**src/sv/egd_pkg.sv**
```systemverilog
package egd_pkg;

    localparam int DATA_W = 32;

    localparam int RING_DEPTH_DEF = 8;
    localparam int REVERSALS_DEF  = 4;

    localparam int S_TDATA_W = 72;
    localparam int S_TUSER_W = 2;
    localparam int M_TDATA_W = 40;
    localparam int M_TUSER_W = 2;
    localparam int CFG_IDX_W = 3;

    // (steps - 1) * 1e6 * 256
    localparam logic [DATA_W-1:0] VEL_SCALE = 32'd256000000;
    localparam logic [DATA_W-1:0] VEL_MAX   = 32'h7FFF_FFFF;

    // t_ms = (t_us * MS_RECIP) >> MS_SHIFT, exact for any 32-bit t_us
    localparam logic [DATA_W-1:0] MS_RECIP = 32'd274877907;
    localparam int                MS_SHIFT = 38;

    localparam logic [1:0] KIND_STEP = 2'd0;
    localparam logic [1:0] KIND_POLL = 2'd1;
    localparam logic [1:0] KIND_READ = 2'd2;

    localparam logic [1:0] DIR_NONE = 2'b00;
    localparam logic [1:0] DIR_CW   = 2'b01;

    localparam logic [1:0] GEST_NONE     = 2'd0;
    localparam logic [1:0] GEST_SHAKE    = 2'd1;
    localparam logic [1:0] GEST_BACKSPIN = 2'd2;

    localparam logic [CFG_IDX_W-1:0] CFG_SHAKE_WINDOW = 3'd0;
    localparam logic [CFG_IDX_W-1:0] CFG_MIN_SPEED    = 3'd1;
    localparam logic [CFG_IDX_W-1:0] CFG_MIN_STEPS    = 3'd2;
    localparam logic [CFG_IDX_W-1:0] CFG_QUIET_MS     = 3'd3;
    localparam logic [CFG_IDX_W-1:0] CFG_TIMEOUT_US   = 3'd4;

    localparam logic [15:0] RST_SHAKE_WINDOW = 16'd600;
    localparam logic [15:0] RST_MIN_SPEED    = 16'd30;
    localparam logic [7:0]  RST_MIN_STEPS    = 8'd3;
    localparam logic [15:0] RST_QUIET_MS     = 16'd150;
    localparam logic [31:0] RST_TIMEOUT_US   = 32'd200000;

    typedef struct packed {
        logic busy;
        logic done;
    } div_stat_t;

endpackage

```
**src/sv/egd_ram.sv**
```systemverilog
module egd_ram #(
    parameter int WIDTH = 32,
    parameter int DEPTH = 8
) (
    input  logic                     aclk,
    input  logic                     we,
    input  logic [$clog2(DEPTH)-1:0] waddr,
    input  logic [WIDTH-1:0]         wdata,
    input  logic [$clog2(DEPTH)-1:0] raddr,
    output logic [WIDTH-1:0]         rdata
);

    logic [WIDTH-1:0] mem [DEPTH];
    logic [WIDTH-1:0] rdata_reg;

    always_ff @(posedge aclk) begin
        if (we) begin
            mem[waddr] <= wdata;
        end
        rdata_reg <= mem[raddr];
    end

    assign rdata = rdata_reg;

endmodule

```
**src/sv/egd_div.sv**
```systemverilog
module egd_div (
    input  logic                     aclk,
    input  logic                     aresetn,
    input  logic                     start,
    input  logic [egd_pkg::DATA_W-1:0] dividend,
    input  logic [egd_pkg::DATA_W-1:0] divisor,
    output egd_pkg::div_stat_t       stat,
    output logic [egd_pkg::DATA_W-1:0] quotient
);
    import egd_pkg::*;

    localparam int CNT_W = $clog2(DATA_W);

    logic [DATA_W-1:0] rem_reg, rem_next;
    logic [DATA_W-1:0] quo_reg, quo_next;
    logic [DATA_W-1:0] dvs_reg, dvs_next;
    logic [CNT_W-1:0]  cnt_reg, cnt_next;
    logic              busy_reg, busy_next;
    logic              done_reg, done_next;
    logic [DATA_W:0]   shifted;
    logic              ge;

    always_comb begin
        shifted   = {rem_reg, quo_reg[DATA_W-1]};
        ge        = shifted >= {1'b0, dvs_reg};
        rem_next  = rem_reg;
        quo_next  = quo_reg;
        dvs_next  = dvs_reg;
        cnt_next  = cnt_reg;
        busy_next = busy_reg;
        done_next = 1'b0;
        if (start) begin
            rem_next  = '0;
            quo_next  = dividend;
            dvs_next  = divisor;
            cnt_next  = '0;
            busy_next = 1'b1;
        end else if (busy_reg) begin
            rem_next = ge ? DATA_W'(shifted - {1'b0, dvs_reg}) : shifted[DATA_W-1:0];
            quo_next = {quo_reg[DATA_W-2:0], ge};
            cnt_next = cnt_reg + 1'b1;
            if (cnt_reg == CNT_W'(DATA_W - 1)) begin
                busy_next = 1'b0;
                done_next = 1'b1;
            end
        end
    end

    always_ff @(posedge aclk) begin
        if (!aresetn) begin
            busy_reg <= 1'b0;
            done_reg <= 1'b0;
            cnt_reg  <= '0;
        end else begin
            busy_reg <= busy_next;
            done_reg <= done_next;
            cnt_reg  <= cnt_next;
        end
        rem_reg <= rem_next;
        quo_reg <= quo_next;
        dvs_reg <= dvs_next;
    end

    assign stat.busy = busy_reg;
    assign stat.done = done_reg;
    assign quotient  = quo_reg;

`ifndef ASSERT_OFF
    a_no_restart: assert property (@(posedge aclk) disable iff (!aresetn)
        start |-> !busy_reg)
        else $error("divider restarted while busy");
    a_done_ends_busy: assert property (@(posedge aclk) disable iff (!aresetn)
        done_reg |-> !busy_reg && $past(busy_reg))
        else $error("divider done without a finished run");
    a_zero_divisor: assert property (@(posedge aclk) disable iff (!aresetn)
        start |-> divisor != '0)
        else $error("divider started with zero divisor");
`endif

endmodule

```
**src/sv/encoder_gesture_detector_top.sv**
```systemverilog
// Rotary encoder gesture detector. Step, poll-end and delta-read transactions
// come in on the s_ stream (kind in s_tuser); each gives exactly one result on
// the m_ stream with the gesture code in m_tuser and the velocity and delta in
// m_tdata. One transaction is worked at a time: reads, ignored steps and
// unknown kinds go straight to the result state, poll ends pass the arm and
// check states, and a step passes the ring and oldest-stamp states, waits on
// the divider when a velocity is computed and takes the reversal states when
// the direction reverses. The velocity quotient runs on a restoring divider;
// the reversal time in milliseconds comes from a reciprocal multiply. Step
// times sit in a small RAM with a registered read. A finished result waits
// in an output register while the next transaction is accepted.
module encoder_gesture_detector_top #(
    parameter int RING_DEPTH = egd_pkg::RING_DEPTH_DEF,
    parameter int REVERSALS  = egd_pkg::REVERSALS_DEF
) (
    input  logic                            aclk,
    input  logic                            aresetn,
    // direction[1:0], time_us[33:2], now_ms[65:34], events_seen[66]
    input  logic [egd_pkg::S_TDATA_W-1:0]   s_tdata,
    // kind[1:0]
    input  logic [egd_pkg::S_TUSER_W-1:0]   s_tuser,
    input  logic                            s_tvalid,
    output logic                            s_tready,
    // velocity[31:0], delta[39:32]
    output logic [egd_pkg::M_TDATA_W-1:0]   m_tdata,
    // gesture[1:0]
    output logic [egd_pkg::M_TUSER_W-1:0]   m_tuser,
    output logic                            m_tvalid,
    input  logic                            m_tready,
    input  logic                            cfg_valid,
    output logic                            cfg_ready,
    input  logic [egd_pkg::CFG_IDX_W-1:0]   cfg_index,
    input  logic [egd_pkg::DATA_W-1:0]      cfg_data
);
    import egd_pkg::*;

    localparam int PTR_W  = $clog2(RING_DEPTH);
    localparam int FILL_W = $clog2(RING_DEPTH + 1);
    localparam int RI_W   = $clog2(REVERSALS + 1);
    localparam int RF_W   = $clog2(REVERSALS + 2);
    localparam logic [FILL_W:0] DEPTH_X = (FILL_W + 1)'(RING_DEPTH);

    typedef enum logic [10:0] {
        ST_IDLE  = 11'b000_0000_0001,
        ST_RING  = 11'b000_0000_0010,
        ST_OLD   = 11'b000_0000_0100,
        ST_VDIV  = 11'b000_0000_1000,
        ST_REV   = 11'b000_0001_0000,
        ST_MDIV  = 11'b000_0010_0000,
        ST_SHAKE = 11'b000_0100_0000,
        ST_BURST = 11'b000_1000_0000,
        ST_PARM  = 11'b001_0000_0000,
        ST_PCHK  = 11'b010_0000_0000,
        ST_DONE  = 11'b100_0000_0000
    } state_t;

    state_t state_reg, state_next;

    logic              in_neg_reg, in_neg_next;
    logic [DATA_W-1:0] in_time_reg, in_time_next;
    logic [DATA_W-1:0] in_now_reg, in_now_next;
    logic              in_seen_reg, in_seen_next;

    logic [15:0]       cfg_window_reg, cfg_window_next;
    logic [15:0]       cfg_speed_reg, cfg_speed_next;
    logic [7:0]        cfg_steps_reg, cfg_steps_next;
    logic [15:0]       cfg_quiet_reg, cfg_quiet_next;
    logic [DATA_W-1:0] cfg_timeout_reg, cfg_timeout_next;

    logic [PTR_W-1:0]  ptr_reg, ptr_next;
    logic [FILL_W-1:0] fill_reg, fill_next;
    logic [DATA_W-1:0] last_reg, last_next;
    logic [DATA_W-1:0] num_reg, num_next;
    logic              rev_reg, rev_next;
    logic [DATA_W-1:0] speed_reg, speed_next;
    logic              prior_valid_reg, prior_valid_next;
    logic              prior_neg_reg, prior_neg_next;
    logic [DATA_W-1:0] rev_times_reg [REVERSALS+1];
    logic [DATA_W-1:0] rev_times_next [REVERSALS+1];
    logic [RF_W-1:0]   rev_fill_reg, rev_fill_next;
    logic [DATA_W-1:0] tms_reg, tms_next;
    logic              armed_reg, armed_next;
    logic [7:0]        burst_reg, burst_next;
    logic [DATA_W-1:0] peak_reg, peak_next;
    logic [DATA_W-1:0] quiet_reg, quiet_next;
    logic [7:0]        delta_reg, delta_next;
    logic [1:0]        res_gest_reg, res_gest_next;
    logic [7:0]        res_delta_reg, res_delta_next;

    logic                 m_tvalid_reg, m_tvalid_next;
    logic [M_TDATA_W-1:0] m_tdata_reg, m_tdata_next;
    logic [M_TUSER_W-1:0] m_tuser_reg, m_tuser_next;

    logic              ram_we;
    logic [PTR_W-1:0]  ram_raddr;
    logic [DATA_W-1:0] ram_rdata;

    logic              div_start;
    logic [DATA_W-1:0] div_dividend, div_divisor, div_quo;
    div_stat_t         div_stat;

    logic [FILL_W-1:0] fill_inc;
    logic [FILL_W:0]   ptr_p1, old_sum;
    logic [DATA_W-1:0] dt, mag, first_rev, neg_speed;
    logic [2*DATA_W-1:0] ms_prod;
    logic              shake_hit, fire, timed_out, burst_fast;
    logic signed [DATA_W:0] speed_x, thr_neg;

    egd_ram #(
        .WIDTH (DATA_W),
        .DEPTH (RING_DEPTH)
    ) u_ring (
        .aclk  (aclk),
        .we    (ram_we),
        .waddr (ptr_reg),
        .wdata (in_time_reg),
        .raddr (ram_raddr),
        .rdata (ram_rdata)
    );

    egd_div u_div (
        .aclk     (aclk),
        .aresetn  (aresetn),
        .start    (div_start),
        .dividend (div_dividend),
        .divisor  (div_divisor),
        .stat     (div_stat),
        .quotient (div_quo)
    );

    assign s_tready  = (state_reg == ST_IDLE);
    assign cfg_ready = 1'b1;
    assign m_tvalid  = m_tvalid_reg;
    assign m_tdata   = m_tdata_reg;
    assign m_tuser   = m_tuser_reg;

    always_comb begin
        fill_inc  = (fill_reg < FILL_W'(RING_DEPTH)) ? fill_reg + 1'b1 : fill_reg;
        ptr_p1    = (FILL_W + 1)'(ptr_reg) + 1'b1;
        if (ptr_p1 >= {1'b0, fill_inc}) begin
            old_sum = ptr_p1 - {1'b0, fill_inc};
        end else begin
            old_sum = ptr_p1 + DEPTH_X - {1'b0, fill_inc};
        end
        ram_raddr = old_sum[PTR_W-1:0];
        ram_we    = (state_reg == ST_RING);

        dt  = in_time_reg - ram_rdata;
        mag = div_quo[DATA_W-1] ? VEL_MAX : div_quo;

        ms_prod = (2 * DATA_W)'(in_time_reg) * (2 * DATA_W)'(MS_RECIP);

        first_rev = (rev_fill_reg == RF_W'(REVERSALS + 1)) ? rev_times_reg[1]
                                                          : rev_times_reg[0];
        shake_hit = (state_reg == ST_SHAKE) && (rev_fill_reg >= RF_W'(REVERSALS))
                    && ((tms_reg - first_rev) <= {16'd0, cfg_window_reg});

        speed_x    = $signed({speed_reg[DATA_W-1], speed_reg});
        thr_neg    = -$signed({9'd0, cfg_speed_reg, 8'd0});
        burst_fast = in_neg_reg && (speed_x < thr_neg);
        neg_speed  = DATA_W'(-speed_reg);

        fire      = armed_reg && ((in_now_reg - quiet_reg) >= {16'd0, cfg_quiet_reg});
        timed_out = !in_seen_reg && (fill_reg != '0)
                    && ((in_time_reg - last_reg) > cfg_timeout_reg);
    end

    always_comb begin
        state_next       = state_reg;
        in_neg_next      = in_neg_reg;
        in_time_next     = in_time_reg;
        in_now_next      = in_now_reg;
        in_seen_next     = in_seen_reg;
        cfg_window_next  = cfg_window_reg;
        cfg_speed_next   = cfg_speed_reg;
        cfg_steps_next   = cfg_steps_reg;
        cfg_quiet_next   = cfg_quiet_reg;
        cfg_timeout_next = cfg_timeout_reg;
        ptr_next         = ptr_reg;
        fill_next        = fill_reg;
        last_next        = last_reg;
        num_next         = num_reg;
        rev_next         = rev_reg;
        speed_next       = speed_reg;
        prior_valid_next = prior_valid_reg;
        prior_neg_next   = prior_neg_reg;
        rev_times_next   = rev_times_reg;
        rev_fill_next    = rev_fill_reg;
        tms_next         = tms_reg;
        armed_next       = armed_reg;
        burst_next       = burst_reg;
        peak_next        = peak_reg;
        quiet_next       = quiet_reg;
        delta_next       = delta_reg;
        res_gest_next    = res_gest_reg;
        res_delta_next   = res_delta_reg;
        m_tvalid_next    = m_tvalid_reg;
        m_tdata_next     = m_tdata_reg;
        m_tuser_next     = m_tuser_reg;
        div_start        = 1'b0;
        div_dividend     = num_reg;
        div_divisor      = dt;

        if (cfg_valid) begin
            case (cfg_index)
                CFG_SHAKE_WINDOW: cfg_window_next  = cfg_data[15:0];
                CFG_MIN_SPEED:    cfg_speed_next   = cfg_data[15:0];
                CFG_MIN_STEPS:    cfg_steps_next   = cfg_data[7:0];
                CFG_QUIET_MS:     cfg_quiet_next   = cfg_data[15:0];
                CFG_TIMEOUT_US:   cfg_timeout_next = cfg_data;
                default: ;
            endcase
        end

        if (m_tvalid_reg && m_tready) begin
            m_tvalid_next = 1'b0;
        end

        case (state_reg)
            ST_IDLE: begin
                if (s_tvalid) begin
                    in_neg_next    = (s_tdata[1:0] != DIR_CW);
                    in_time_next   = s_tdata[33:2];
                    in_now_next    = s_tdata[65:34];
                    in_seen_next   = s_tdata[66];
                    res_gest_next  = GEST_NONE;
                    res_delta_next = '0;
                    state_next     = ST_DONE;
                    case (s_tuser)
                        KIND_STEP: begin
                            if (s_tdata[1:0] != DIR_NONE) begin
                                state_next = ST_RING;
                            end
                        end
                        KIND_POLL: state_next = ST_PARM;
                        KIND_READ: begin
                            res_delta_next = delta_reg;
                            delta_next     = '0;
                        end
                        default: ;
                    endcase
                end
            end
            ST_RING: begin
                delta_next = in_neg_reg ? delta_reg - 1'b1 : delta_reg + 1'b1;
                ptr_next   = (ptr_reg == PTR_W'(RING_DEPTH - 1)) ? '0 : ptr_reg + 1'b1;
                fill_next  = fill_inc;
                last_next  = in_time_reg;
                num_next   = DATA_W'(DATA_W'(fill_inc - 1'b1) * VEL_SCALE);
                rev_next   = prior_valid_reg && (in_neg_reg != prior_neg_reg);
                state_next = ST_OLD;
            end
            ST_OLD: begin
                if ((fill_reg >= FILL_W'(2)) && (dt != '0)) begin
                    div_start  = 1'b1;
                    state_next = ST_VDIV;
                end else begin
                    state_next = ST_REV;
                end
            end
            ST_VDIV: begin
                if (div_stat.done) begin
                    speed_next = in_neg_reg ? DATA_W'(-mag) : mag;
                    state_next = ST_REV;
                end
            end
            ST_REV: begin
                if (rev_reg) begin
                    tms_next   = DATA_W'(ms_prod >> MS_SHIFT);
                    state_next = ST_MDIV;
                end else begin
                    state_next = ST_BURST;
                end
            end
            ST_MDIV: begin
                if (rev_fill_reg == RF_W'(REVERSALS + 1)) begin
                    for (int i = 0; i < REVERSALS; i++) begin
                        rev_times_next[i] = rev_times_reg[i+1];
                    end
                    rev_times_next[REVERSALS] = tms_reg;
                end else begin
                    rev_times_next[rev_fill_reg[RI_W-1:0]] = tms_reg;
                    rev_fill_next = rev_fill_reg + 1'b1;
                end
                state_next = ST_SHAKE;
            end
            ST_SHAKE: begin
                if (shake_hit) begin
                    rev_fill_next = '0;
                    armed_next    = 1'b0;
                    burst_next    = '0;
                    delta_next    = '0;
                    res_gest_next = GEST_SHAKE;
                    state_next    = ST_DONE;
                end else begin
                    state_next = ST_BURST;
                end
            end
            ST_BURST: begin
                prior_valid_next = 1'b1;
                prior_neg_next   = in_neg_reg;
                if (burst_fast) begin
                    if (burst_reg != 8'hFF) begin
                        burst_next = burst_reg + 1'b1;
                    end
                    armed_next = 1'b0;
                    if (neg_speed > peak_reg) begin
                        peak_next = neg_speed;
                    end
                end else if (!in_neg_reg) begin
                    burst_next = '0;
                    armed_next = 1'b0;
                    peak_next  = '0;
                end
                state_next = ST_DONE;
            end
            ST_PARM: begin
                if (!armed_reg && (burst_reg >= cfg_steps_reg) && !in_seen_reg) begin
                    armed_next = 1'b1;
                    quiet_next = in_now_reg;
                end
                state_next = ST_PCHK;
            end
            ST_PCHK: begin
                if (fire) begin
                    armed_next    = 1'b0;
                    burst_next    = '0;
                    peak_next     = '0;
                    delta_next    = '0;
                    res_gest_next = GEST_BACKSPIN;
                end else if (timed_out) begin
                    speed_next = '0;
                    fill_next  = '0;
                end
                state_next = ST_DONE;
            end
            ST_DONE: begin
                if (!m_tvalid_reg || m_tready) begin
                    m_tvalid_next = 1'b1;
                    m_tdata_next  = {res_delta_reg, speed_reg};
                    m_tuser_next  = res_gest_reg;
                    state_next    = ST_IDLE;
                end
            end
            default: state_next = ST_IDLE;
        endcase
    end

    always_ff @(posedge aclk) begin
        if (!aresetn) begin
            state_reg       <= ST_IDLE;
            cfg_window_reg  <= RST_SHAKE_WINDOW;
            cfg_speed_reg   <= RST_MIN_SPEED;
            cfg_steps_reg   <= RST_MIN_STEPS;
            cfg_quiet_reg   <= RST_QUIET_MS;
            cfg_timeout_reg <= RST_TIMEOUT_US;
            ptr_reg         <= '0;
            fill_reg        <= '0;
            speed_reg       <= '0;
            prior_valid_reg <= 1'b0;
            prior_neg_reg   <= 1'b0;
            rev_fill_reg    <= '0;
            armed_reg       <= 1'b0;
            burst_reg       <= '0;
            peak_reg        <= '0;
            quiet_reg       <= '0;
            delta_reg       <= '0;
            m_tvalid_reg    <= 1'b0;
        end else begin
            state_reg       <= state_next;
            cfg_window_reg  <= cfg_window_next;
            cfg_speed_reg   <= cfg_speed_next;
            cfg_steps_reg   <= cfg_steps_next;
            cfg_quiet_reg   <= cfg_quiet_next;
            cfg_timeout_reg <= cfg_timeout_next;
            ptr_reg         <= ptr_next;
            fill_reg        <= fill_next;
            speed_reg       <= speed_next;
            prior_valid_reg <= prior_valid_next;
            prior_neg_reg   <= prior_neg_next;
            rev_fill_reg    <= rev_fill_next;
            armed_reg       <= armed_next;
            burst_reg       <= burst_next;
            peak_reg        <= peak_next;
            quiet_reg       <= quiet_next;
            delta_reg       <= delta_next;
            m_tvalid_reg    <= m_tvalid_next;
        end
        in_neg_reg    <= in_neg_next;
        in_time_reg   <= in_time_next;
        in_now_reg    <= in_now_next;
        in_seen_reg   <= in_seen_next;
        last_reg      <= last_next;
        num_reg       <= num_next;
        rev_reg       <= rev_next;
        rev_times_reg <= rev_times_next;
        tms_reg       <= tms_next;
        res_gest_reg  <= res_gest_next;
        res_delta_reg <= res_delta_next;
        m_tdata_reg   <= m_tdata_next;
        m_tuser_reg   <= m_tuser_next;
    end

`ifndef ASSERT_OFF
    a_fill_bound: assert property (@(posedge aclk) disable iff (!aresetn)
        fill_reg <= FILL_W'(RING_DEPTH) && rev_fill_reg <= RF_W'(REVERSALS + 1))
        else $error("ring or reversal fill out of range");
    a_div_free: assert property (@(posedge aclk) disable iff (!aresetn)
        div_start |-> !div_stat.busy)
        else $error("divider started while busy");
    a_shake_clears: assert property (@(posedge aclk) disable iff (!aresetn)
        shake_hit |=> rev_fill_reg == '0 && !armed_reg && burst_reg == '0
                      && delta_reg == '0)
        else $error("shake did not clear gesture state");
    a_speed_range: assert property (@(posedge aclk) disable iff (!aresetn)
        speed_reg != 32'h8000_0000)
        else $error("velocity left the saturated range");
`endif

endmodule

```
**config.mk**
```make
export PLATFORM = sky130hd
export DESIGN_NAME = encoder_gesture_detector_top
export DESIGN_NICKNAME = d
export VERILOG_FILES = /design/src/sv/egd_pkg.sv /design/src/sv/egd_ram.sv /design/src/sv/egd_div.sv /design/src/sv/encoder_gesture_detector_top.sv
export SDC_FILE = /design/constraint.sdc
export NUM_CORES = 2
export LEC_CHECK = 0
export BUFFER_PORTS_ARGS = -buffer_cell sky130_fd_sc_hd__buf_2
export CAP_MARGIN = 20
export CELL_PAD_IN_SITES_DETAIL_PLACEMENT = 1
export CELL_PAD_IN_SITES_GLOBAL_PLACEMENT = 1
export CORE_UTILIZATION = 50
export DETAILED_ROUTE_END_ITERATION = 8
export GPL_ROUTABILITY_DRIVEN = 1
export PLACE_DENSITY = 0.77
export SYNTH_ARGS = -nofsm -noshare
export SYNTH_HDL_FRONTEND = slang
export SYNTH_SLANG_ARGS = --single-unit
export TNS_END_PERCENT = 30
```
**constraint.sdc**
```tcl
create_clock -name aclk -period 15.9 [get_ports aclk]
set_input_delay 3.18 -clock aclk [delete_from_list [all_inputs] [get_ports aclk]]
set_output_delay 3.18 -clock aclk [all_outputs]
set_load 0.01 [all_outputs]
```
Word level (Yosys, flattened, before mapping)
Memories as Yosys holds them, arrays and structs flattened. A register that Yosys moved wholly into a read port is not among the register bits.
Index checks and enable logic that the tools add are counted.
W data, S select, Z words.
Storage, ports and cells
  bits in registers: 648
  RAM bits: 256
  output and inout bits: 45
  logic and storage cells: 226
  memories: 1
Cells by class
  add/subtract/negate cells: 19
  multipliers: 2
  magnitude comparators: 12
  equality and inequality tests: 35
  multiplexer cells: 63
  bitwise logic cells: 3
  reductions and logical operators: 49
Memory list
  u_ring.mem: depth 8, bits a word 32, rd ports 1, clocked after memory_dff 1, write ports 1, RTL line egd_ram.sv:13  | logic [WIDTH-1:0] mem [DEPTH];
Operators with widths (count)
  $mux W32: 9
  $bwmux W160: 1
  $mux W160: 1
  $sub A32 B32 Y32: 4
  $pmux W11 S10: 1
  $demux W32 S3: 1
  $mux W8: 9
  $pmux W32 S2: 1
  $mul A32 B29 Y61 const B: 1
  $mux W11: 5
  $ge A33 B32 Y1: 1
  $lt A32 B33 Y1: 1
  $neg A24 Y33: 1
  $ge A32 B16 Y1: 1
  $gt A32 B32 Y1: 1
  $le A32 B16 Y1: 1
  $mul A32 B14 Y18 const B: 1
  $neg A31 Y32: 1
  $pmux W8 S4: 1
  $reduce_bool A32 Y1: 1
  $sub A23 B32 Y32: 1
  $mux W31: 1
  $pmux W8 S3: 1
  $pmux W11 S2: 1
  62 further kinds: 136

Depth between registers and ports, before layout
  word-level depth: 7
  gate-level depth with buffers: 34

Hierarchy
Synthesis repeated with hierarchy kept, for this count alone.
Second synthesis, totals
  cells, all modules: 5755
  area, all modules: 62713.9 sq um
By module, submodules not included
  encoder_gesture_detector_top: times used 1, cells each 4775, area each 46397.0 sq um
  egd_ram: times used 1, cells each 415, area each 10466.3 sq um
  egd_div: times used 1, cells each 565, area each 5850.6 sq um

Worst setup path before layout
Ideal clock, no wire load.
  kind: register to register
  start: register in_time_reg[8]
  end: register tms_reg[15], data pin
  library setup time: 258 ps
  arrival time: 7301 ps
  data required time: 15642 ps
  setup slack: 8341 ps
  stages on the path, launching flop included: 28
  path buffers: 0
  cell sequence: edfxtp_1 ha_1 fa_1 fa_1 inv_1 fa_1 inv_1 fa_1 inv_1 fa_1 inv_1 fa_1 inv_1 fa_1 inv_1 ha_1 a211oi_1 nor2_1 a211oi_1 o22ai_1 o31ai_1 o211a_1 nor2b_1 a311oi_1 o21ai_0 a21o_1 a21oi_1 xnor2_1
Between the ends
  longest elaborated chain between the ends: 1
RTL lines
  from (decl): RTL line encoder_gesture_detector_top.sv:60  | logic [DATA_W-1:0] in_time_reg, in_time_next;
  from (signal assigned): RTL line encoder_gesture_detector_top.sv:390  | in_time_reg <= in_time_next;
  $mul A32 B29 Y61: RTL line encoder_gesture_detector_top.sv:151  | ms_prod = (2 * DATA_W)'(in_time_reg) * (2 * DATA_W)'(MS_RECIP);
  via ms_prod[53]: RTL line encoder_gesture_detector_top.sv:105  | logic [2*DATA_W-1:0] ms_prod;
  to (signal assigned): RTL line encoder_gesture_detector_top.sv:397  | tms_reg <= tms_next;
  to (decl): RTL line encoder_gesture_detector_top.sv:81  | logic [DATA_W-1:0] tms_reg, tms_next;
The timed path passes the listed nets, and every way through them passes these cells.
A chain may end at the register's enable or synchronous reset.

Worst setup path after layout
  start: register rev_fill_reg[1]
  end: register res_gest_reg[0] (enable)
Between the ends
  longest elaborated chain between the ends: 7
  elaborated cells between the ends (all ways): 9
  classes of those cells: add/sub (1); order compare (2); eq/ne (2); mux (1); reduce/logical (3)
RTL lines
  from (decl): RTL line encoder_gesture_detector_top.sv:80  | logic [RF_W-1:0] rev_fill_reg, rev_fill_next;
  from (signal assigned): RTL line encoder_gesture_detector_top.sv:381  | rev_fill_reg <= rev_fill_next;
  $eq A3 B3 Y1: RTL line encoder_gesture_detector_top.sv:153  | first_rev = (rev_fill_reg == RF_W'(REVERSALS + 1)) ? rev_times_reg[1]
  $mux W32: RTL line encoder_gesture_detector_top.sv:153
  $sub A23 B32 Y32: RTL line encoder_gesture_detector_top.sv:156  | && ((tms_reg - first_rev) <= {16'd0, cfg_window_reg});
  $le A32 B16 Y1: RTL line encoder_gesture_detector_top.sv:156
  $logic_and A1 B1 Y1 (*): RTL line encoder_gesture_detector_top.sv:156
  $ne A2 B2 Y1 (no line) (*)
  $reduce_and A4 Y1 (no line) (*)
  to (signal assigned): RTL line encoder_gesture_detector_top.sv:398  | res_gest_reg <= res_gest_next;
  to (decl): RTL line encoder_gesture_detector_top.sv:87  | logic [1:0] res_gest_reg, res_gest_next;
Mark *: on every way between the ends. The rest lies on a longest branch, timed or not.

==> summary.md <==
| Metric | Value |
|---|---|
| Outcome | completed |
| Max reg flops | around 260 |
| Via/cell ratio | slightly below 6 |
| Skew final | about 0.045 ns |
| Syn Area/Cell | 10.8 sq um |
| Mapped Nets | 6,864 |
| Final cycle utilization of the critical path | between 50 and 60% |
| Diodes inserted | 0 |
| Crit path time final | 8.88 ns |
| Root Buffer | clkbuf_16 |
| Final wirelength | approximately 170 mm |
| Initial antenna violation count | 2 |
| Worst EP required | between 15 and 20 ns |
| Simple-gate portion of the synthesized area | a little over a tenth |
| RSZ-0062 raised after global routing | false |
| Final setup viols | 0 |
| Final Hold Viols | 0 |
| Synth Flop Type | edfxtp_1 |
| Async SR Flop Fraction | 0% |
| Global-route wire length before repair | 269 mm |
| Flop and latch count out of synthesis | just over 900 |
| Fin cells | 7,602 |
| Most frequent cell after synthesis | inv_1 |
| Synth warnings | 0 |
| Fin nets | about 7,000 |
| Nature of the critical path startpoint | flip-flop |
| Largest net degree at the start of global routing | just over 70 |
| Crit Path Max Fanout | 62 |
| Residual DRC count | 0 |
| CTS Hold Buffers Added | 0 |
| Gr ovfl total | 0 |
| Worst hold start | res_delta_reg[3] |
| Core area | between 100,000 and 150,000 sq um |
| Synth area leader | edfxtp_1 |
| Class of the worst hold path | reg2reg |
| Cts repair resizes | 0 |
| Vias | 43,900 |
| DR pass1 iterations | 5 |
| Die Height | about 350 um |
| DR WL/cell | roughly 22 um |
| Critical setup path kind | reg2reg |
| Setup slack, reg-to-reg | 7.02 ns |
| Worst R2R Path Depth | 25 |
| Power per cell area | around 210 nW/um^2 |
| Clock Path Buffers | 3 |
| Cells after Synth | about 5,700 |
| Top cells by area, synth | edfxtp_1 (33%), ha_1 (14%), fa_1 (10%), dfxtp_1 (8.5%), inv_1 (4.9%) |
| Mux contribution to synthesized area | under 10% |
| Initial DRC count | 3,150 |
| Synth Cell Area | 62,000 sq um |
| Clock sink total | 935 |
| Sequential share of the synthesized area | approximately 41% |
| Die ar. | about 130,000 sq um |
| Setup Buffers After CTS | 0 |
| Pleak | 28.9 nW |
| Synth Area in XOR/XNOR | around 2.6% |
| Count of pins over their slew limit | 0 |
| CTS clk-pin slew, worst paths | about 0.060 ns |
| Max_slew headroom | about 28% |
| Tot GR Track Use | around 28% |
| Post-Place Cells | between 7,000 and 8,000 |
| Effective utilization at floorplan | between 50 and 60% |
| Max frequency | between 100 and 150 MHz |
| Netlist cell types | between 80 and 90 |
| Maxcap violations | 0 |
| DP Wirelength | approximately 120 mm |
| Post-synthesis compound-gate area fraction | between 10% and 20% |
| Synth cell count leaders | inv_1 (809), ha_1 (692), edfxtp_1 (671) |
| Sum Neg Setup Slack | 0 ns |
| H-tree depth | 3 |
| Die W | ~350 um |
| R2r startpoint | rev_fill_reg[1] |
| Critical Path Source | rev_fill_reg[1] |
| Post-synthesis adder-cell area fraction | between 20% and 30% |
| PortBufs | between 150 and 200 |
| Clk_lat worst skew | about 0.72 ns |
| Routability-driven placement congestion ratio | ~0.86 |
| Num rows | 128 |
| FILL cells | approximately 13,000 |
| Post-synth EDFFs | roughly 670 |
| Vias in the first global route | about 47,000 |
| Antenna Nets Post-Route | 0 |
| Ports | about 160 |
| Maximum VDD drop | roughly 0.00093 V |
| CTS tree | yes |
| Main combinational cell family by area after synthesis | adder cells |
| Area added between synthesis and finish | 10.0% |
| Worst-Margin Slew | approximately 1.1 ns |
| WHS Path Cells | 0 |
| Synth top area share | approximately a third |
| Layout cells sized above 1 | 9.32% |
| CP Data Arrival Time | roughly 9 ns |
| Critical Path End Type | flip-flop |
| CTS Buf Count | 101 |
==> worst max-delay path: stages (launching register included) <==
cell      delay (ns)
dfxtp_1         0.41
inv_1           0.31
ha_1            0.23
buf_4           0.36
and2_4          0.53
buf_4           0.62
nand2_1         0.17
a21boi_0        0.20
ha_1            0.31
nor2b_1         0.14
o31a_1          0.28
o31ai_1         0.30
a31oi_1         0.21
a221oi_1        0.79
xnor2_1         0.16
ha_1            0.33
nand4_1         0.15
o32ai_1         0.11
or3_1           0.32
o21ai_0         0.40
and4_1          0.25
nand4_1         0.09
nor4bb_1        0.25
and4b_1         0.50
nor2_1          0.12
nor3b_1         0.87
==> kinds of logic after synthesis <==
logic type,count (synthesis)
adder cells (fa/ha/maj),1016
XOR/XNOR,184
flip-flops,935
AO/OA/AOI/OAI,1067
buffers and inverters,988
AND/OR/NAND/NOR,1389
other,1
multiplexers,154
==> final timing paths <==
kind | end
worst max-delay path | res_gest_reg[0]
worst min register to register | m_tdata[35]
worst max register to register | res_gest_reg[0]
worst min-delay path | m_tdata[35]
==> placed cells by master (no fill, tap or decap), types with 26 or more instances in the layout <==
cell type and n:
o211ai_1 61, a21boi_0 32, xnor2_1 110, inv_1 809, o21a_1 50, dfxtp_1 263
mux2_2 55, nand2_1 486, nor2_1 289, mux4_2 64, o22ai_1 26, buf_2 152
a31oi_1 29, and3_1 64, and2_1 66, xor2_1 73, o21ai_0 167, ha_1 691
a211oi_1 33, nand3_1 95, nand2b_1 47, nor4_1 35, clkbuf_16 104, mux2i_1 35
a21o_1 101, nor2b_1 54, a21oi_1 335, fa_1 323, nand4_1 40, nor3_1 88
a22o_1 71, edfxtp_1 671, buf_4 76
==> metrics by stage <==
stage                     setup WS [ns]  hold slack [ns]  area (sq um)  util, %  total power, mW
after detailed placement           7.15            0.405         64800     52.9             12.0
after global routing               6.46            0.426         68200     55.7             15.9
final                              7.02            0.418         68200     55.7             14.5
after CTS                          7.02            0.419         68100     55.7             14.6
after global placement             7.32            0.401         64800     52.9             11.5
after floorplan                    8.34            0.400         62000        -             9.39
==> routing by layer <==
metal | vias to the layer above | track usage [%] | wire, um
met1 | 22200 | 35.7 | 73000
met2 | 1056 | 48.1 | 85100
li1 | 20400 | - | -
met5 | - | 0 | 13
met3 | 264 | 3.20 | 7690
met4 | 2 | 8.46 | 5100
==> layout make-up <==
class,count,area (sq um),area share (%)
clock inverter,50,519,0.762
multi-input combinational,3811,32900,48.3
sequential,935,25400,37.3
inverter,813,3060,4.48
clock buffer,138,2840,4.17
tap,1625,2030,2.98
timing repair buffer,230,1380,2.02
==> power breakdown <==
part           leakage, nW  internal, mW  switching [mW]
Sequential            8.01          2.84          0.0309
Clock                 1.65          1.37            1.03
Combinational         19.2          3.82            5.38
(Power assumes the default switching activity.)
